--- src/hdl/rrr_pkg.sv ---
// ----------------------------------------------------------------------------
// rrr_pkg: shared types, constants and helpers of the ray bounce core
// Holds the fixed field widths, the opcode codes, the item word that travels
// down the pipeline and the output saturation helpers.
// ----------------------------------------------------------------------------
package rrr_pkg;

  localparam int IN_W    = 19;   // input vector component width
  localparam int OUT_W   = 21;   // output vector component width
  localparam int DOT_W   = 40;   // exact dot product width
  localparam int SPLIT_W = 20;   // low half of the dot product for the reflect multiply

  localparam logic OP_REFLECT = 1'b0;
  localparam logic OP_REFRACT = 1'b1;

  // Largest positive value of a signed output component.
  localparam logic signed [63:0] OUT_MAXV = 64'sd1048575;

  typedef struct packed {
    logic                   opcode;
    logic [2:0][IN_W-1:0]   v;
    logic [2:0][IN_W-1:0]   n;
    logic [IN_W-1:0]        eta;
  } item_t;

  // Output saturation limit: 8.0, or the largest output code if 8.0 does not fit.
  function automatic logic signed [63:0] out_lim(input int frac);
    logic signed [63:0] eight;
    eight = 64'sd8 <<< frac;
    return (eight > OUT_MAXV) ? OUT_MAXV : eight;
  endfunction

  // Clamp a value to plus or minus lim and cut it to the output width.
  function automatic logic signed [OUT_W-1:0] sat_out(input logic signed [63:0] x,
                                                      input logic signed [63:0] lim);
    logic signed [63:0] r;
    r = x;
    if (x > lim) begin
      r = lim;
    end else if (x < -lim) begin
      r = -lim;
    end
    return r[OUT_W-1:0];
  endfunction

endpackage

--- src/hdl/rrr_dot.sv ---
// ----------------------------------------------------------------------------
// rrr_dot: dot product front end
// Two stages: the three component products, then their exact sum.
// ----------------------------------------------------------------------------
module rrr_dot import rrr_pkg::*; (
  input  logic                     clk_i,
  input  logic [1:0]               adv_i,
  input  item_t                    item_i,
  output item_t                    item_o,
  output logic signed [DOT_W-1:0]  dot_o
);

  logic signed [2*IN_W-1:0] prod_d [3];
  logic signed [2*IN_W-1:0] prod_q [3];
  logic signed [DOT_W-1:0]  dot_d;
  logic signed [DOT_W-1:0]  dot_q;
  item_t                    itm_q [2];

  always_comb begin
    for (int i = 0; i < 3; i++) begin
      prod_d[i] = $signed(item_i.v[i]) * $signed(item_i.n[i]);
    end
    dot_d = DOT_W'(prod_q[0]) + DOT_W'(prod_q[1]) + DOT_W'(prod_q[2]);
  end

  always_ff @(posedge clk_i) begin
    if (adv_i[0]) begin
      prod_q   <= prod_d;
      itm_q[0] <= item_i;
    end
    if (adv_i[1]) begin
      dot_q    <= dot_d;
      itm_q[1] <= itm_q[0];
    end
  end

  assign item_o = itm_q[1];
  assign dot_o  = dot_q;

endmodule

--- config.mk ---
export PLATFORM = sky130hd
export DESIGN_NAME = rrr_dot
export DESIGN_NICKNAME = d
export VERILOG_FILES = /design/src/hdl/rrr_pkg.sv /design/src/hdl/rrr_dot.sv
export SDC_FILE = /design/constraint.sdc
export NUM_CORES = 2
export LEC_CHECK = 0
export ABC_AREA = 1
export BUFFER_PORTS_ARGS = -buffer_cell sky130_fd_sc_hd__buf_2
export CORE_MARGIN = 2
export CORE_UTILIZATION = 25
export DETAILED_ROUTE_END_ITERATION = 10
export PLACE_DENSITY = 0.37
export SLEW_MARGIN = 10
export SYNTH_ARGS = -nofsm -noshare
export SYNTH_HDL_FRONTEND = slang
export SYNTH_SLANG_ARGS = --single-unit
--- constraint.sdc ---
create_clock -name clk_i -period 9.2 [get_ports clk_i]
set_input_delay 1.38 -clock clk_i [delete_from_list [all_inputs] [get_ports clk_i]]
set_output_delay 1.38 -clock clk_i [all_outputs]
set_load 0.1 [all_outputs]
* After elaboration in Yosys (flattened, before gate mapping)
Memory sizes are Yosys's and may differ from the RTL's. Cells that the tools add are included.
Cells by class: add/subtract/negate cells 2, multiply operators 3, multiplexer cells 4
Operators by type and width (count):
- $mul A19 B19 Y38 | 3
- $add A39 B38 Y40 | 1
- $add A38 B38 Y39 | 1
- $mux W1 | 4
Word-level totals: flip-flop bits (word level) 154, RAM bits 268, output and inout port bits 174, logic and storage cells 14, memories 1
Memories:
- itm_q | depth 2, bits a word 134, read ports 2, clocked after memory_dff 0, write ports 2, line rrr_dot.sv:17 | item_t itm_q [2];

* Depth between registers and ports, before layout
depth after elaboration 2, mapped depth 29, depth with buffers taken out 27

* Worst setup path before layout
Ideal clock, no wire load.
kind input -> register, start input item_i[24] (netlist name), end register prod_q[113] (netlist name), data pin, setup time 252 ps, data arrival time 6872 ps, slack 2076 ps, stages 23, buffers on the path 2, cell sequence clkbuf_1 > buf_1 > nand2_1 > fa_1 > inv_1 > fa_1 > fa_1 > inv_1 > fa_1 > inv_1 > fa_1 > inv_1 > fa_1 > inv_1 > ha_1 > ha_1 > nand2_1 > nor2_1 > nand2_1 > nor3_1 > a21oi_1 > nand2_1 > nand2_1
RTL lines:
- start: declaration | line rrr_dot.sv:8 | input item_t item_i,
- end signal: assignment | line rrr_dot.sv:28 | prod_q <= prod_d;
- end: declaration | line rrr_dot.sv:14 | logic signed [2*IN_W-1:0] prod_q [3];

==> out/metrics.cfg <==
[timing]
max_freq_mhz = 137
drv_slew = 0
hold_viol_final = 0
worstMarginPinSlew_ps = 909
final.setup.tns_ps = 0
fin_crit_ps = 7280
min_period_over_period = 0.791
finalSetupViolCount = 0
rsz0062_at_grt = no
relSlewSlack = 0.394
finClkSkew_ps = 57.5

[final_layout]
final_cell_mix = inv_1 (2028), nand2_1 (1891), fa_1 (1146), edfxtp_1 (422), ha_1 (377)
nets = 8721
area_growth_pct = 9.44
final_common_cell = inv_1
drive_gt1_frac = 0.0766

[setup_path]
endpoint_kind = register
worstPathRequired_ps = 9620
cp_slowest_cell = fa_1
crit_path_max_fanout = 20
crit_path_frequent_cell = fa_1
criticalPathCategory = in2reg
critPathMaxStageDelay_ps = 840
start_kind = primary input
cp.arrival_ps = 7700
crit_path_cell_trace = buf_2, nand2_1, fa_1, fa_1, fa_1, inv_1, fa_1, fa_1, fa_1, ha_1, ha_1, nand2_1, o21ai_0, nor2_2, nor2_1, nor2_1, nand3_1, nand2_1

[global_route]
grt_max_degree = 112
grt_pass1_wl_um = 286000
gr-usage-all-layers = 0.150
grt_pass1_vias = 46300
grt_remaining_overflow = 0
antenna_found_initial = 8

[detailed_routing]
dr_total_vias = 42200
drc_errors = 0
drtPass1Iterations = 5
ant_nets = 0
drtIter0Drc = 2287
drt-total-wl_um = 183000
wl_per_cell_um = 17.8
routed_via_density = 4.09

[floorplanning]
dieArea_um2 = 250000
io_pins = 311
num_rows = 181
design.core.area_um2 = 244000
die_w_um = 500
start_util = 0.252
die_h_um = 500

[yosys]
async_reset_ff_frac = 0
ys_seq_area_frac = 0.206
synth_top_area_share = 0.373
ys_ff_latch = 422
synth.distinct_cells = 40
synth_edf_count = 422
yosys.area.top_type = fa_1
yosys_most_used_dff = edfxtp_1
syn_nets = 8690
syn_inst = 7030
syn-cell-area_um2 = 61400
synth_warnings = 0
synth.avg_cell_area_um2 = 8.74
synth_area_leaders = fa_1 (37%), edfxtp_1 (21%), inv_1 (12%), nand2_1 (12%), ha_1 (7.7%)

[cts]
root_buffer = clkbuf_16
cts.htree.levels = 2
cts_sinks = 422
clk_latency_ps = 730
cts_buffer_depth = 3
ctsHoldBuffers = 0
cts.clk_slew.worst_paths_ps = 50
cts_resized = 0
cts_tree = built
postCtsSetupBuffers = 0
numCtsBuffers = 57

[min_path]
hp-class = reg2reg

[place]
routabilityCongestion = 0.852
hpwlAfterDp_um = 151000
port_buffers = 310

[run]
cap_violations = 0

[status]
status = completed

synth_stat cells (all sizes together) (15+ instances only):
cell       n
nand2   1940
xor2      77
xnor2     22
nand3    125
buf      191
o21ai     50
clkbuf   168
nor2     242
ha       377
nor3      20
a21oi    122
or2       15
inv     2034
nand4     29
fa      1146
edfxtp   422
o21bai    19
routing by layer:
| metal | track usage | up-vias | share of wire |
|---|---|---|---|
| met3 | 0.0143 | 125 | 0.032 |
| met2 | 0.251 | 680 | 0.47 |
| li1 | - | 20100 | - |
| met5 | 0 | - | 0 |
| met1 | 0.210 | 21300 | 0.47 |
| met4 | 0.0329 | 0 | 0.021 |
through the flow:
stage / setup slack, ps / util / std cells / hold slack (ps) / cell area (um^2)
3_3_place_gp: 1320 / 0.268 / 10200 / 400 / 65300
3_5_place_dp: 1180 / 0.268 / 10200 / 405 / 65300
6_report: 1920 / 0.276 / 10300 / 409 / 67200
5_1_grt: 1590 / 0.276 / 10300 / 415 / 67200
4_1_cts: 1950 / 0.276 / 10300 / 409 / 67200
2_1_floorplan: 2080 / - / 7030 / 400 / 61400
final cells by class:
| cell class | instances | area, um^2 |
|---|---|---|
| Clock inverter | 38 | 437 |
| Fill cell | 26400 | 176000 |
| Multi-Input combinational cell | 4212 | 39300 |
| Clock buffer | 66 | 1460 |
| Inverter | 2037 | 7650 |
| Tap cell | 3202 | 4010 |
| Timing Repair Buffer | 331 | 1740 |
| Sequential cell | 422 | 12700 |
| Antenna cell | 2 | 5.00 |
registers in the layout, summed over array words and instances (netlist names):
register	cells
dot_o	40
itm_q	268
prod_q	114
critical path, delay by kind of cell:
family / cells / cell delay, ps
adders and majority gates: 8 / 4200
buffers and inverters: 2 / 650
and+or+nand+nor: 7 / 1040
AOI/OAI and AO/OA: 1 / 410
cell families (layout without fill, tap and decap cells):
group	count (synthesis)	in the layout	share of synthesized area
other	0	2	0
adder cells (fa/ha/maj)	1523	1523	0.450
flip-flops	422	422	0.206
buffers and inverters	2396	2472	0.155
XOR/XNOR	99	99	0.0141
AND/OR/NAND/NOR	2389	2389	0.157
AO/OA/AOI/OAI	201	201	0.0182
final timing paths:
path / startpoint / endpoint / slack, ps / cells past startpoint
worst min register to register: itm_q[0][131]$_DFFE_PP_ / itm_q[0][265]$_DFFE_PP_ / 410 / 0
worst min-delay path: itm_q[0][131]$_DFFE_PP_ / itm_q[0][265]$_DFFE_PP_ / 410 / 0
worst max register to register: prod_q[77]$_DFFE_PP_ / dot_o[25]$_DFFE_PP_ / 5580 / 14
worst max-delay path: item_i[58] / prod_q[35]$_DFFE_PP_ / 1920 / 18
Power is not shown: default switching activity piles up to over one toggle a cycle in this logic, so the estimate is an artifact.
