[config.mk]
export PLATFORM = sky130hd
export DESIGN_NAME = rrr_tail
export DESIGN_NICKNAME = d
export VERILOG_FILES = /design/src/hdl/rrr_pkg.sv /design/src/hdl/rrr_tail.sv
export SDC_FILE = /design/constraint.sdc
export NUM_CORES = 2
export LEC_CHECK = 0
export ABC_AREA = 1
export BUFFER_PORTS_ARGS = -buffer_cell sky130_fd_sc_hd__buf_2
export CAP_MARGIN = 25
export CORE_UTILIZATION = 30
export CTS_BUF_LIST = sky130_fd_sc_hd__clkbuf_2 sky130_fd_sc_hd__clkbuf_4 sky130_fd_sc_hd__clkbuf_8
export DETAILED_ROUTE_END_ITERATION = 8
export GPL_ROUTABILITY_DRIVEN = 0
export PLACE_DENSITY_LB_ADDON = 0.15
export SYNTH_ARGS = -nofsm -noshare
export SYNTH_HDL_FRONTEND = slang
export SYNTH_SLANG_ARGS = --single-unit
[constraint.sdc]
create_clock -name clk_i -period 8.5 [get_ports clk_i]
set_clock_uncertainty 0.05 [all_clocks]
set_input_delay 1.7 -clock clk_i [delete_from_list [all_inputs] [get_ports clk_i]]
set_output_delay 1.7 -clock clk_i [all_outputs]
set_load 0.01 [all_outputs]
[src/hdl/rrr_pkg.sv]
// ----------------------------------------------------------------------------
// rrr_pkg: shared types, constants and helpers of the ray bounce core
// Holds the fixed field widths, the opcode codes, the item word that travels
// down the pipeline and the output saturation helpers.
// ----------------------------------------------------------------------------
package rrr_pkg;

  localparam int IN_W    = 19;   // input vector component width
  localparam int OUT_W   = 21;   // output vector component width
  localparam int DOT_W   = 40;   // exact dot product width
  localparam int SPLIT_W = 20;   // low half of the dot product for the reflect multiply

  localparam logic OP_REFLECT = 1'b0;
  localparam logic OP_REFRACT = 1'b1;

  // Largest positive value of a signed output component.
  localparam logic signed [63:0] OUT_MAXV = 64'sd1048575;

  typedef struct packed {
    logic                   opcode;
    logic [2:0][IN_W-1:0]   v;
    logic [2:0][IN_W-1:0]   n;
    logic [IN_W-1:0]        eta;
  } item_t;

  // Output saturation limit: 8.0, or the largest output code if 8.0 does not fit.
  function automatic logic signed [63:0] out_lim(input int frac);
    logic signed [63:0] eight;
    eight = 64'sd8 <<< frac;
    return (eight > OUT_MAXV) ? OUT_MAXV : eight;
  endfunction

  // Clamp a value to plus or minus lim and cut it to the output width.
  function automatic logic signed [OUT_W-1:0] sat_out(input logic signed [63:0] x,
                                                      input logic signed [63:0] lim);
    logic signed [63:0] r;
    r = x;
    if (x > lim) begin
      r = lim;
    end else if (x < -lim) begin
      r = -lim;
    end
    return r[OUT_W-1:0];
  endfunction

endpackage

[src/hdl/rrr_tail.sv]
// ----------------------------------------------------------------------------
// rrr_tail: refraction back end and output register
// Multiplies the root by the normal, subtracts it from p with rounding, then
// saturates and selects between the reflect and refract results.
// ----------------------------------------------------------------------------
module rrr_tail import rrr_pkg::*; #(
  parameter int FRAC_BITS = 16
) (
  input  logic                          clk_i,
  input  logic [2:0]                    adv_i,
  input  item_t                         item_i,
  input  logic [FRAC_BITS+8:0]          root_i,
  input  logic signed [FRAC_BITS+8:0]   p_i [3],
  input  logic signed [OUT_W-1:0]       refl_i [3],
  output logic signed [OUT_W-1:0]       out_o [3]
);

  localparam int F   = FRAC_BITS;
  localparam int RB  = F + 8;
  localparam int PW  = F + 9;
  localparam int RNW = RB + 2 + IN_W;
  localparam int DFW = ((PW + F > RNW) ? PW + F : RNW) + 2;
  localparam logic [DFW-1:0]       HALF = DFW'(1) << (F-1);
  localparam logic signed [63:0]   LIM  = out_lim(F);

  logic signed [RNW-1:0]     rn_q   [3];
  logic signed [PW-1:0]      p_q    [3];
  logic signed [OUT_W-1:0]   refl_q [2][3];
  logic                      op_q   [2];
  logic [DFW-1:0]            df_c   [3];
  logic signed [DFW-F-1:0]   res_q  [3];
  logic signed [OUT_W-1:0]   out_d  [3];
  logic signed [OUT_W-1:0]   out_q  [3];

  always_comb begin
    for (int i = 0; i < 3; i++) begin
      df_c[i]  = (DFW'(p_q[i]) <<< F) - DFW'(rn_q[i]) + HALF;
      out_d[i] = (op_q[1] == OP_REFRACT) ? sat_out(64'(res_q[i]), LIM) : refl_q[1][i];
    end
  end

  always_ff @(posedge clk_i) begin
    if (adv_i[0]) begin
      op_q[0]   <= item_i.opcode;
      p_q       <= p_i;
      refl_q[0] <= refl_i;
      for (int i = 0; i < 3; i++) begin
        rn_q[i] <= $signed({1'b0, root_i}) * $signed(item_i.n[i]);
      end
    end
    if (adv_i[1]) begin
      op_q[1]   <= op_q[0];
      refl_q[1] <= refl_q[0];
      for (int i = 0; i < 3; i++) begin
        res_q[i] <= df_c[i][DFW-1:F];
      end
    end
    if (adv_i[2]) begin
      out_q <= out_d;
    end
  end

  assign out_o = out_q;

endmodule

---- Word level (Yosys, flattened, before mapping) ----
Memories as Yosys holds them, arrays and structs flattened.
Index checks and enable logic that the tools add are counted.
W data, S select, Z words.
word-level totals
  bits in registers ....................... 138
  bits in latches ......................... 0
  RAM bits ................................ 356
  bits in read-only memories .............. 0
  bits of input ports ..................... 301
  output and inout port bits .............. 63
  word-level logic and storage cells ...... 38
  memories ................................ 4
memories
  memory  depth  bits a word  rd ports  clocked after Yosys merged registers in  wr ports  RTL line        RTL
  rn_q    3      45           3         0                                        3         rrr_tail.sv:26  logic signed [RNW-1:0] rn_q [3];
  refl_q  2      63           2         0                                        2         rrr_tail.sv:28  logic signed [OUT_W-1:0] refl_q [2][3];
  res_q   3      31           3         0                                        3         rrr_tail.sv:31  logic signed [DFW-F-1:0] res_q [3];
  op_q    2      1            2         0                                        2         rrr_tail.sv:29  logic op_q [2];
operators by class
  add/sub/neg operators ................... 6
  multiply operators ...................... 3
  div/mod/pow operators ................... 0
  order comparisons ....................... 6
  equal/unequal tests ..................... 0
  shift-type cells ........................ 0
  muxes and demuxes ....................... 13
  bitwise gates (word level) .............. 0
  reduce and logical (&&, ||, !) cells .... 0
operators by type and width
  kind                      count
  $mux W21                  9
  $add A46 B17 Y47 const B  3
  $sub A41 B45 Y46          3
  $mul A26 B19 Y45          3
  $gt A31 B21 Y1 const B    3
  $lt A31 B20 Y1 const B    3
  $mux W1                   4

---- Longest topological paths before layout ----
  word-level depth ........................ 4
  depth in mapped cells ................... 30
  mapped depth without buffers ............ 28

---- Worst setup path after synthesis ----
Ideal clock, no wire load.
  path kind ............................... input to register
  from .................................... in root_i[15]
  to ...................................... mem rn_q[0][82] (netlist bit), data pin
  setup time .............................. 252 ps
  arrival time ............................ 6937 ps
  required time ........................... 8198 ps
  setup slack ............................. 1260 ps
  cell stages on the path ................. 26
  path buffers ............................ 2
  cells stage by stage .................... clkbuf_1 -> buf_1 -> nand2_1 -> fa_1 -> inv_1 -> fa_1 -> inv_1 -> fa_1 -> inv_1 -> fa_1 -> fa_1 -> inv_1 -> fa_1 -> inv_1 -> ha_1 -> ha_1 -> nand2_1 -> inv_1 -> a21oi_1 -> inv_1 -> a21oi_1 -> nand2_1 -> nand2_1 -> nand2_1 -> nand2_1 -> nand2_1
RTL lines
  what             RTL line        RTL
  start, declared  rrr_tail.sv:12  input logic [FRAC_BITS+8:0] root_i,
  end, declared    rrr_tail.sv:26

==> results.txt <==
----------------------------------------------------
[Run status]
  Status ... complete, but fails checks
  Violated checks ... design-rule violations

[Yosys]
  Flops & latches, synth ... around 490
  Synth area leaders ... sky130_fd_sc_hd__fa_1, sky130_fd_sc_hd__edfxtp_1, sky130_fd_sc_hd__nand2_1
  Cell count after synthesis ... 9809
  Count of yosys warnings during synthesis ... 0
  Number of flops mapped to enable cells by yosys ... 494
  Post-synthesis instance area ... 76100 um^2
  Synth area leader ... sky130_fd_sc_hd__fa_1
  Commonest register cell after synthesis ... sky130_fd_sc_hd__edfxtp_1
  Proportion of synthesized chip area in sequential cells ... 0.195
  Post-synthesis cell type count ... 42
  Proportion of synthesized flip-flops having asynchronous set or reset ... 0
  Fraction of synthesized cell area taken by the top area cell type ... 0.308
  Syn avg cell area ... 7.75 um^2
  Post-Synthesis Net Count ... 11900

[Final layout]
  Final Net Count ... 12100
  Filler cell count in the final layout ... 26900
  Most common cell after layout, fill and taps aside ... sky130_fd_sc_hd__nand2_1
  Area taken by flip-flops and latches ... 14800 um^2
  Footprint of the multi-input gates ... 49600 um^2
  Layout Area Growth over Synthesis ... 9.91%
  Layout cells sized above 1 ... 0.0597
  Highest-count cells in the layout ignoring fill and taps ... sky130_fd_sc_hd__nand2_1, sky130_fd_sc_hd__inv_1, sky130_fd_sc_hd__fa_1

[Clocking]
  Hold buffer count at cts ... 0
  CTS Root Buffer Type ... sky130_fd_sc_hd__clkbuf_8
  CTS tree ... done
  Maximum count of clock buffers along a single path ... 3
  Count of buffers added by post-CTS timing repair for setup ... 0
  Count of instances resized after the clock tree is built ... 0
  Clock H-tree levels ... 3
  # clock sinks ... 494
  Number of clock buffers inserted by TritonCTS ... 87
  Clock-pin transition on the worst setup and hold timing paths ... ~60 ps
  Later-pin clock latency in the skew report ... 810 ps

[Worst setup path]
  R2r endpoint ... out_o[16]
  Endpoint arrival time on the critical path ... ~7800 ps
  R2R Setup Slk ... 6000 ps
  Launching point of the worst reg2reg path ... op_q[0][1]
  Critical Path RT ... 8970 ps
  Cell depth of the worst flop-to-flop path ... 7
  Kind of start point of the critical path ... primary input
  Worst setup path category ... primary input to flip-flop
  Crit. End Element ... flip-flop
  Peak fanout along the critical path ... 24

[Drt]
  Pre-Repair DR Iteration Count ... 8
  Final Routed Wirelength ... 231000 um
  Vias per std cell ... ~4.4
  Violation count after the first detailed-route iteration ... a little under 4000
  Number of nets with antenna violations after routing ... 0
  Routed vias ... 59600
  Wire length per cell ... roughly 17 um
  Post-route DRC violation count ... 60

[Worst hold path]
  Hold Path End ... refl_q[0][69]
  Launch point of the worst hold path ... refl_q[0][6]
  Worst Hold Class ... flip-flop to flip-flop
  Hold Path Depth ... 0

[Floorplanning]
  Number of placed I/O pins ... between 300 and 400
  Die width ... roughly 510 um
  Height of the die ... 506 um
  Core region area ... 252000 um^2
  Total Die Area ... 256000 um^2
  Initial core utilization ... 0.302
  Standard-cell row count ... 184

[Global routing]
  First-pass GRT wire length ... 365000 um
  Pin count of the biggest net entering global routing ... 127
  Via count of the first global-routing pass ... 62200
  GRT Resource Usage Total ... 0.185
  GR Overflow Total ... 0
  Antenna violations before repair ... 41

[Timing]
  Slew Limit Fails ... 0
  Pin slew with the least headroom to its limit ... 893 ps
  Fmax ... 137 MHz
  Period Utilization, post-route ... 0.856
  Final min period ... 7280 ps
  Endpoints failing setup ... 0
  Relative slew margins ... 0.405
  Setup repair after global routing missed its margin ... no
  Sum Neg Setup Slack ... 0 ps
  Hold Violations, Final ... 0

[Flow run]
  Max Cap Viol ... 0

[Placed design]
  Count of buffers inserted at the top-level ports ... 287
  Detailed placement HPWL ... 191000 um

----------------------------------------------------
==> sequential cells by signal, summed over array words and instances, names as in the netlist <==
| name | flops |
|---|---|
| refl_q | 126 |
| rn_q | 135 |
| res_q | 93 |
| p_q | 75 |
| op_q | 2 |
| out_o | 63 |
==> metal layers <==
| layer | share of wire | wire, um | GRT usage | up-vias |
|---|---|---|---|---|
| met1 | 0.50 | 115000 | 0.274 | 29400 |
| met5 | 0.00083 | 192 | 0 | - |
| met4 | 0.016 | 3740 | 0.0353 | 30 |
| li1 | - | - | - | 28800 |
| met2 | 0.44 | 101000 | 0.289 | 1222 |
| met3 | 0.049 | 11300 | 0.0210 | 209 |
==> cell usage after synthesis (4+ instances only) <==
library cell and n:
sky130_fd_sc_hd__nand2_1 3092, sky130_fd_sc_hd__inv_1 2742, sky130_fd_sc_hd__fa_1 1170, sky130_fd_sc_hd__ha_1 609, sky130_fd_sc_hd__nor2_1 508, sky130_fd_sc_hd__edfxtp_1 494, sky130_fd_sc_hd__clkbuf_1 255, sky130_fd_sc_hd__nand3_1 236
sky130_fd_sc_hd__a21oi_1 201, sky130_fd_sc_hd__xor2_1 86, sky130_fd_sc_hd__o21ai_0 76, sky130_fd_sc_hd__buf_1 75, sky130_fd_sc_hd__nor3_1 56, sky130_fd_sc_hd__nand4_1 42, sky130_fd_sc_hd__xnor2_1 32, sky130_fd_sc_hd__nor2_2 18
sky130_fd_sc_hd__a31oi_1 14, sky130_fd_sc_hd__nand3_2 13, sky130_fd_sc_hd__nor4_1 12, sky130_fd_sc_hd__o21bai_1 11, sky130_fd_sc_hd__nand3b_1 10, sky130_fd_sc_hd__a21o_1 7, sky130_fd_sc_hd__nand2_2 7, sky130_fd_sc_hd__and2_1 6
sky130_fd_sc_hd__a21boi_0 4, sky130_fd_sc_hd__buf_2 4, sky130_fd_sc_hd__nand2b_1 4, sky130_fd_sc_hd__or2_2 4
==> critical path, cell delays in order <==
cell and delay [ps]:
sky130_fd_sc_hd__buf_2 360, sky130_fd_sc_hd__buf_4 340, sky130_fd_sc_hd__nand2_1 70, sky130_fd_sc_hd__inv_1 70, sky130_fd_sc_hd__fa_1 540, sky130_fd_sc_hd__inv_1 50, sky130_fd_sc_hd__fa_1 470, sky130_fd_sc_hd__inv_1 70
sky130_fd_sc_hd__fa_1 500, sky130_fd_sc_hd__inv_1 50, sky130_fd_sc_hd__fa_1 530, sky130_fd_sc_hd__inv_1 50, sky130_fd_sc_hd__fa_1 470, sky130_fd_sc_hd__inv_1 50, sky130_fd_sc_hd__fa_1 470, sky130_fd_sc_hd__inv_1 40
sky130_fd_sc_hd__ha_1 260, sky130_fd_sc_hd__ha_1 360, sky130_fd_sc_hd__nand2_1 150, sky130_fd_sc_hd__nor2_1 280, sky130_fd_sc_hd__nand3_1 130, sky130_fd_sc_hd__nand3_1 170, sky130_fd_sc_hd__nand2_1 80, sky130_fd_sc_hd__nand2_1 150
sky130_fd_sc_hd__xor2_1 300
==> cell type report <==
type | instances | share of cell area
multi-input combinational | 6235 | 0.594
sequential | 494 | 0.177
clock inverter | 49 | 0.00569
antenna | 16 | 0.000479
inverter | 2742 | 0.123
clock buffer | 107 | 0.0161
tap | 3348 | 0.0501
timing repair buffer | 418 | 0.0332
==> logic make-up after synthesis <==
| family | count (synthesis) | share of synthesized area |
|---|---|---|
| AOI/OAI and AO/OA | 319 | 0.0224 |
| xor gates and xnor gates | 118 | 0.0136 |
| adders and majority gates | 1779 | 0.408 |
| buffers and inverters | 3080 | 0.152 |
| DFF | 494 | 0.195 |
| and+or+nand+nor | 4019 | 0.208 |
==> stage by stage <==
stage	hold slack (ps)	instance area [um^2]	cells	worst slack, ps	utilization
6_report	362	83600	13400	1220	0.332
5_1_grt	349	83600	13400	988	0.332
4_1_cts	334	83600	13400	1320	0.332
3_5_place_dp	355	81700	13200	424	0.325
3_3_place_gp	351	81700	13200	357	0.325
2_1_floorplan	350	76100	9809	1260	-
==> worst max path at each step <==
stage	depth (start not counted)	from	to
2_1_floorplan	26	root_i[15]	rn_q[0][82]
3_3_place_gp	22	root_i[11]	rn_q[0][89]
3_5_place_dp	22	root_i[11]	rn_q[0][89]
4_1_cts	19	root_i[11]	rn_q[0][72]
5_1_grt	27	root_i[7]	rn_q[0][76]
6_report	25	root_i[7]	rn_q[0][68]
Power is not shown: default switching activity piles up to over one toggle a cycle in this logic, so the estimate is an artifact.
