[config.mk]
export PLATFORM = sky130hd
export DESIGN_NAME = rrr_sqrt
export DESIGN_NICKNAME = d
export VERILOG_FILES = /design/src/hdl/rrr_pkg.sv /design/src/hdl/rrr_sqrt.sv
export SDC_FILE = /design/constraint.sdc
export NUM_CORES = 2
export LEC_CHECK = 0
export ABC_CLOCK_PERIOD_IN_PS = 3980
export BUFFER_PORTS_ARGS = -buffer_cell sky130_fd_sc_hd__buf_4
export CAP_MARGIN = 20
export CELL_PAD_IN_SITES_DETAIL_PLACEMENT = 0
export CELL_PAD_IN_SITES_GLOBAL_PLACEMENT = 1
export CORE_ASPECT_RATIO = 0.6
export CORE_MARGIN = 3
export CORE_UTILIZATION = 50
export CTS_BUF_LIST = sky130_fd_sc_hd__clkbuf_4 sky130_fd_sc_hd__clkbuf_8
export DETAILED_ROUTE_END_ITERATION = 10
export PLACE_DENSITY_LB_ADDON = 0.1
export SLEW_MARGIN = 0
export SYNTH_ARGS = -nofsm -noshare
export SYNTH_HDL_FRONTEND = slang
export SYNTH_SLANG_ARGS = --single-unit
export TNS_END_PERCENT = 10
[constraint.sdc]
create_clock -name clk_i -period 3.98 [get_ports clk_i]
set_input_delay 0.398 -clock clk_i [delete_from_list [all_inputs] [get_ports clk_i]]
set_output_delay 0.398 -clock clk_i [all_outputs]
set_load 0.02 [all_outputs]
[src/hdl/rrr_pkg.sv]
// ----------------------------------------------------------------------------
// rrr_pkg: shared types, constants and helpers of the ray bounce core
// Holds the fixed field widths, the opcode codes, the item word that travels
// down the pipeline and the output saturation helpers.
// ----------------------------------------------------------------------------
package rrr_pkg;

  localparam int IN_W    = 19;   // input vector component width
  localparam int OUT_W   = 21;   // output vector component width
  localparam int DOT_W   = 40;   // exact dot product width
  localparam int SPLIT_W = 20;   // low half of the dot product for the reflect multiply

  localparam logic OP_REFLECT = 1'b0;
  localparam logic OP_REFRACT = 1'b1;

  // Largest positive value of a signed output component.
  localparam logic signed [63:0] OUT_MAXV = 64'sd1048575;

  typedef struct packed {
    logic                   opcode;
    logic [2:0][IN_W-1:0]   v;
    logic [2:0][IN_W-1:0]   n;
    logic [IN_W-1:0]        eta;
  } item_t;

  // Output saturation limit: 8.0, or the largest output code if 8.0 does not fit.
  function automatic logic signed [63:0] out_lim(input int frac);
    logic signed [63:0] eight;
    eight = 64'sd8 <<< frac;
    return (eight > OUT_MAXV) ? OUT_MAXV : eight;
  endfunction

  // Clamp a value to plus or minus lim and cut it to the output width.
  function automatic logic signed [OUT_W-1:0] sat_out(input logic signed [63:0] x,
                                                      input logic signed [63:0] lim);
    logic signed [63:0] r;
    r = x;
    if (x > lim) begin
      r = lim;
    end else if (x < -lim) begin
      r = -lim;
    end
    return r[OUT_W-1:0];
  endfunction

endpackage

[src/hdl/rrr_sqrt.sv]
// ----------------------------------------------------------------------------
// rrr_sqrt: pipelined integer square root, rounded to nearest
// One root bit per stage by restoring digit recurrence, then one stage that
// rounds up when the remainder exceeds the root. A side word rides along.
// ----------------------------------------------------------------------------
module rrr_sqrt import rrr_pkg::*; #(
  parameter int FRAC_BITS = 16,
  parameter int SIDE_W    = 8
) (
  input  logic                          clk_i,
  input  logic [FRAC_BITS+8:0]          adv_i,
  input  logic [2*FRAC_BITS+15:0]       s_i,
  input  logic [SIDE_W-1:0]             side_i,
  output logic [FRAC_BITS+8:0]          root_o,
  output logic [SIDE_W-1:0]             side_o
);

  localparam int RB = FRAC_BITS + 8;
  localparam int SW = 2 * RB;

  logic [RB+1:0]     rem_q  [RB];
  logic [RB-1:0]     root_q [RB];
  logic [SW-1:0]     sv_q   [RB];
  logic [SIDE_W-1:0] side_q [RB+1];
  logic [RB:0]       rnd_q;

  for (genvar k = 0; k < RB; k++) begin : g_stage
    localparam int J = RB - 1 - k;
    logic [RB+1:0]     rem_in;
    logic [RB-1:0]     root_in;
    logic [SW-1:0]     s_in;
    logic [SIDE_W-1:0] side_in;
    logic [RB+1:0]     rem_sh, trial, rem_d;
    logic [RB-1:0]     root_d;

    if (k == 0) begin : g_first
      assign rem_in  = '0;
      assign root_in = '0;
      assign s_in    = s_i;
      assign side_in = side_i;
    end else begin : g_next
      assign rem_in  = rem_q[k-1];
      assign root_in = root_q[k-1];
      assign s_in    = sv_q[k-1];
      assign side_in = side_q[k-1];
    end

    always_comb begin
      rem_sh = {rem_in[RB-1:0], s_in[2*J+1:2*J]};
      trial  = {root_in, 2'b01};
      if (rem_sh >= trial) begin
        rem_d  = rem_sh - trial;
        root_d = {root_in[RB-2:0], 1'b1};
      end else begin
        rem_d  = rem_sh;
        root_d = {root_in[RB-2:0], 1'b0};
      end
    end

    always_ff @(posedge clk_i) begin
      if (adv_i[k]) begin
        rem_q[k]  <= rem_d;
        root_q[k] <= root_d;
        sv_q[k]   <= s_in;
        side_q[k] <= side_in;
      end
    end
  end

  always_ff @(posedge clk_i) begin
    if (adv_i[RB]) begin
      rnd_q      <= {1'b0, root_q[RB-1]} +
                    (RB+1)'(rem_q[RB-1] > (RB+2)'(root_q[RB-1]));
      side_q[RB] <= side_q[RB-1];
    end
  end

  assign root_o = rnd_q;
  assign side_o = side_q[RB];

endmodule

### Yosys cells after proc, flatten, opt, wreduce, memory -nomap -nowiden

Memories as Yosys holds them, arrays and structs flattened.
Cells that the tools add are included.

| storage, ports and cells | value |
|---|---|
| register bits | 25 |
| bits in latches | 0 |
| memory bits (writable) | 2552 |
| bits in read-only memories | 0 |
| input port bits | 82 |
| output and inout bits | 33 |
| logic and storage cells | 153 |
| memories | 4 |

| cells by class | value |
|---|---|
| add/subtract/negate cells | 25 |
| $mul | 0 |
| divide/modulo/power cells | 0 |
| $lt $le $gt $ge | 25 |
| equality and inequality tests | 0 |
| shift-type cells | 0 |
| mux-type cells | 98 |
| bitwise logic cells | 0 |
| reduce and logical (&&, ||, !) cells | 0 |

Memories:

| name | words | width | read ports | clocked after Yosys merged registers in | write ports | line | source |
|---|---|---|---|---|---|---|---|
| sv_q | 24 | 48 | 23 | 0 | 24 | rrr_sqrt.sv:23 | `logic [SW-1:0] sv_q [RB];` |
| rem_q | 24 | 26 | 24 | 0 | 24 | rrr_sqrt.sv:21 | `logic [RB+1:0] rem_q [RB];` |
| root_q | 24 | 24 | 24 | 0 | 24 | rrr_sqrt.sv:22 | `logic [RB-1:0] root_q [RB];` |
| side_q | 25 | 8 | 25 | 0 | 25 | rrr_sqrt.sv:24 | `logic [SIDE_W-1:0] side_q [RB+1];` |

Operators with widths:

| operator | count |
|---|---|
| 26-bit two-way mux | 24 |
| 26-bit greater-or-equal comparator | 23 |
| 26-bit subtractor | 23 |
| 1-bit two-way mux | 74 |
| 26-bit by 24-bit greater-than comparator with 1-bit output | 1 |
| 24-bit by 1-bit adder with 25-bit output | 1 |
| 2-bit by 1-bit subtractor with 3-bit output, second input constant | 1 |
| 2-bit by 1-bit greater-or-equal comparator with 1-bit output, second input constant | 1 |

### Logic depth before layout (Yosys ltp)

An unclocked memory read counts as a cell.

| depth | value |
|---|---|
| word-level depth | 3 |
| gate-level depth with buffers | 19 |
| mapped depth without buffers | 19 |

### Worst setup path after synthesis

No wires, ideal clock.

| path | value |
|---|---|
| path kind | reg-to-reg |
| start point | memory rem_q[2][104] (netlist name) |
| end point | memory rem_q[2][147] (netlist name), data pin |
| library setup time | 0.260 ns |
| arrival | 3.210 ns |
| data required time | 3.720 ns |
| path slack | 0.510 ns |
| stages on the path, launching flop included | 12 |
| buffers on the path | 1 |
| clock period less this slack | 3.470 ns |
| cells stage by stage | edfxtp_1 -> ha_1 -> nor2b_1 -> o31a_1 -> a21o_1 -> o21ai_0 -> o22ai_1 -> o21ai_0 -> o21ai_0 -> a21oi_1 -> buf_2 -> mux2_2 |

RTL lines:

| what | line |
|---|---|
| start: declaration | rrr_sqrt.sv:21 |

==> results.md <==
Clock network:
- In this run the number of H-tree levels came out at 4.
- Clock tree synthesis selected as its root buffer the cell sky130_fd_sc_hd__clkbuf_8.
- The CTS buffer count is 230.
- The worst-skew pair later-pin latency is 990 ps.
- Once the clock tree was built, the setup fixing pass inserted 0 buffers.
- The TritonCTS clock tree is yes.
- After clock tree synthesis, the clock-pin slew on the worst setup and hold paths is 80 ps.
- The number of clock sinks is 1624.
- Counting along the longest clock path gives a buffer depth of 3.

Synthesis:
- The mapped netlist covers 72770 um^2.
- Counting flops and latches in the post-synthesis netlist gives 1624.
- Counting flops with an async set or reset pin after synthesis yields a share of 0%.
- Counting distinct cell types in the post-synthesis netlist gives 79.
- The net count after synthesis is 5770.
- The share of the Yosys chip area taken by registers is 67.02%.
- The post-synthesis cell count is 5335.
- The most instantiated flip-flop cell in the synthesis netlist is sky130_fd_sc_hd__edfxtp_1.
- A synthesized cell averages 13.64 um^2.
- Yosys printed 0 warnings.
- In this run, synthesis inferred 1624 flip-flops with an integrated enable.

Drt:
- The mean number of vias per cell is 5.323.
- For this run, design rule violations remaining after detail routing come to 0.
- After the first detailed-routing iteration, the DRC count stood at 3626.
- The average wire length per cell after detail routing is 18.35 um.
- The remaining number of nets flagged by the antenna check after routing is 0.
- Wires add up to 145200 um.
- The via count of the routed design is 42120.
- The number of optimization iterations in the first detailed-route pass is 5.

GRT:
- The aggregate global routing overflow is 0.
- In the global route stage, met1 resource usage came out at 32.71%.
- After global routing, the most crowded layer is met1.
- In the global route stage, met3 resource usage came out at 5.025%.
- The number of antenna violations at the first check in global routing is 4.
- The via count of the first global-routing pass is 40250.
- The wire length of the first global-routing pass is 230200 um.
- The pin count of the biggest net entering global routing is 73.
- The met2 track utilization from global routing is 24.03%.
- In the global route stage, overall resource usage came out at 19.48%.

Pwr:
- The worst voltage drop across the vdd grid is 0.0003275 V.
- Dividing total power by cell area gives a power density of 548.4 nW/um^2.
- The total power is 45.18 mW.
- The reported leakage power is 31.63 nW.

Floorplan:
- From left edge to right edge, the die measures 498.5 um.
- The total area inside the core boundary comes to 143300 um^2.
- The floorplan step defined a die boundary enclosing 150300 um^2.
- The starting utilization of the core area is 50.80%.
- During I/O placement, the number of pins put on the boundary was 115.
- In this run the vertical extent of the chip is 301.5 um.
- The row count is 107.

Placed design:
- Buffers placed on the I/O ports in this run total 114.
- The number of cells in the design after placement is 7378.
- Routability-driven placement finished with a final weighted congestion of 0.8961.
- The placed instances occupy a cell area of 76650 um^2.
- The HPWL after detailed placement is 103900 um.
- OpenSTA, run right after detailed placement, puts the worst setup slack at -11.38 ps.

Layout:
- The final-stage net count is 6244.
- The library cell used most frequently in the layout, excluding fill and tap cells, is sky130_fd_sc_hd__edfxtp_1.
- The post-layout instance area is 82390 um^2.
- The count of non-filler cells in the finished layout is 7913.
- The top cell types in the final layout, fill and taps aside, are sky130_fd_sc_hd__edfxtp_1, sky130_fd_sc_hd__inv_1, sky130_fd_sc_hd__ha_1.
- The post-layout utilization of the core is 57.52%.
- The layout-stage area growth over the synthesis result is 13.23%.
- Cells with a size suffix above 1 make up 12.28% of the layout.

STA:
- The worst pin sits at a relative slew slack of 31.25%.
- The largest clock skew in the final design is 60.47 ps.
- For the pin with the worst max-slew slack, the measured transition is 1031 ps.
- The hold slack is 87.44 ps.
- In the finished design, the share of the clock period the worst path needs comes to 97.11%.
- The final worst-path setup slack is 114.9 ps.
- The setup violation total in the final timing report is 0.
- The count of pins over their slew limit is 0.
- Static timing analysis puts the maximum clock frequency at 258.7 MHz.
- Setup repair after global routing could not meet its margin everywhere.
- Setup total negative slack on the finished layout was measured at 0 ps.
- The number of hold violations in the final report is 0.
- The shortest period the worst path allows is 3865 ps.

Critical path:
- The worst setup path is launched from a flop.
- The critical path data required time is 4670 ps.
- STA classifies the critical path endpoint as a flop.
- The critical path is of the flop to flop type.
- The worst register-to-register path ends at rem_q[2][108].
- Tracing the worst setup path back leads to its startpoint at rem_q[2][79].
- The worst reg2reg path depth is 12.
- Along the worst path, the maximum fanout reaches 38.
- Data arrives at the worst endpoint at 4560 ps.
- In this run the critical register-to-register path is launched from rem_q[2][79].
- The reg-to-reg setup timing slack is 110 ps.

Worst hold path:
- The worst hold path startpoint is adv_i[13].
- For hold timing, the worst endpoint is sv_q[1][258].
- The number of cells traversed by the worst hold path is 1.
- The min-delay analysis places its worst path in the category input pin to flop.

Flow run:
- The number of maximum-capacitance constraint violations is 0.

Status:
- The flow ran to the end, and the final reports show no timing, DRC or antenna violations.
state kept, by name, summed over array words and instances, names as in the netlist:
register	flops
rem_q	547
root_o	25
root_q	300
side_q	200
sv_q	552
worst max path at each step:
stage / end / slack (ps) / cells past startpoint
finish: rem_q[2][108] / 110 / 12
global route: root_o[22] / -40 / 21
CTS: root_o[22] / 10 / 21
detailed placement: root_o[22] / -10 / 21
global placement: root_o[22] / 70 / 16
floorplan: rem_q[2][147] / 510 / 11
routing by layer:
metal	up-vias	routed length, um
met4	2	2447
met2	1102	53360
met5	-	16
met3	188	10960
li1	20760	-
met1	20070	78450
final cells by class:
cell class / count / area [um^2]
Antenna cell: 5 / 12.51
Sequential cell: 1624 / 48770
Timing Repair Buffer: 336 / 2895
Inverter: 438 / 1644
Multi-Input combinational cell: 3179 / 22060
Fill cell: 11480 / 60860
Clock inverter: 127 / 955.9
Clock buffer: 297 / 3669
Tap cell: 1907 / 2386
critical path, cell delays in order (launching register included):
cell and delay [ps]:
sky130_fd_sc_hd__edfxtp_1 390, sky130_fd_sc_hd__ha_1 370, sky130_fd_sc_hd__o21ai_0 270, sky130_fd_sc_hd__a21oi_1 120
sky130_fd_sc_hd__or4_1 490, sky130_fd_sc_hd__a221oi_1 430, sky130_fd_sc_hd__buf_4 220, sky130_fd_sc_hd__o21ai_0 100
sky130_fd_sc_hd__buf_4 180, sky130_fd_sc_hd__a221oi_1 340, sky130_fd_sc_hd__nand2_1 160, sky130_fd_sc_hd__buf_12 190
sky130_fd_sc_hd__mux2_2 300
where the power goes:
part	total (mW)	leakage (nW)	internal (mW)	switching, mW
Clock	13.0	2.44	6.53	6.50
Sequential	22.7	15.6	21.5	1.16
Combinational	9.47	13.6	4.16	5.30
cells in the mapped netlist, drive strengths merged (16+ instances only):
library cell,number,share of area (%)
o211ai,16,0.17
or2,28,0.24
inv,438,2.3
and3,31,0.27
nand4,44,0.38
a21o,108,1.1
ha,353,6.1
clkbuf,73,0.38
edfxtp,1624,67
nor2b,56,0.48
o31ai,29,0.30
nand3b,16,0.17
and2,17,0.15
xor2,191,2.3
nand2b,67,0.58
a31oi,25,0.21
nand2,274,1.4
o21ai,254,1.7
or3,49,0.44
mux2,80,1.2
or4,29,0.31
nand3,110,0.76
o21bai,25,0.26
nor3,132,0.91
buf,21,0.18
a211oi,23,0.25
a21oi,318,2.2
o21a,79,0.82
nor4,46,0.40
xnor2,267,3.2
nor2,346,1.8
a21boi,17,0.18
what timing repair did:
action	4_1_cts	5_1_grt
hold buffers	105	0
gates resized for setup	2	16
gates cloned	0	0
pin swaps	0	6
setup endpoints to repair	2	25
hold endpoints to repair	1009	0
cells by family after synthesis:
kind of cell	synth area share [%]
AND/OR/NAND/NOR	8.795
multiplexers	1.353
buffers and inverters	2.816
flip-flops	67.02
adder cells (fa/ha/maj)	6.070
XOR/XNOR	5.512
AO/OA/AOI/OAI	8.432
other	0.005153
No activity file was read; power rests on OpenSTA's default activity.
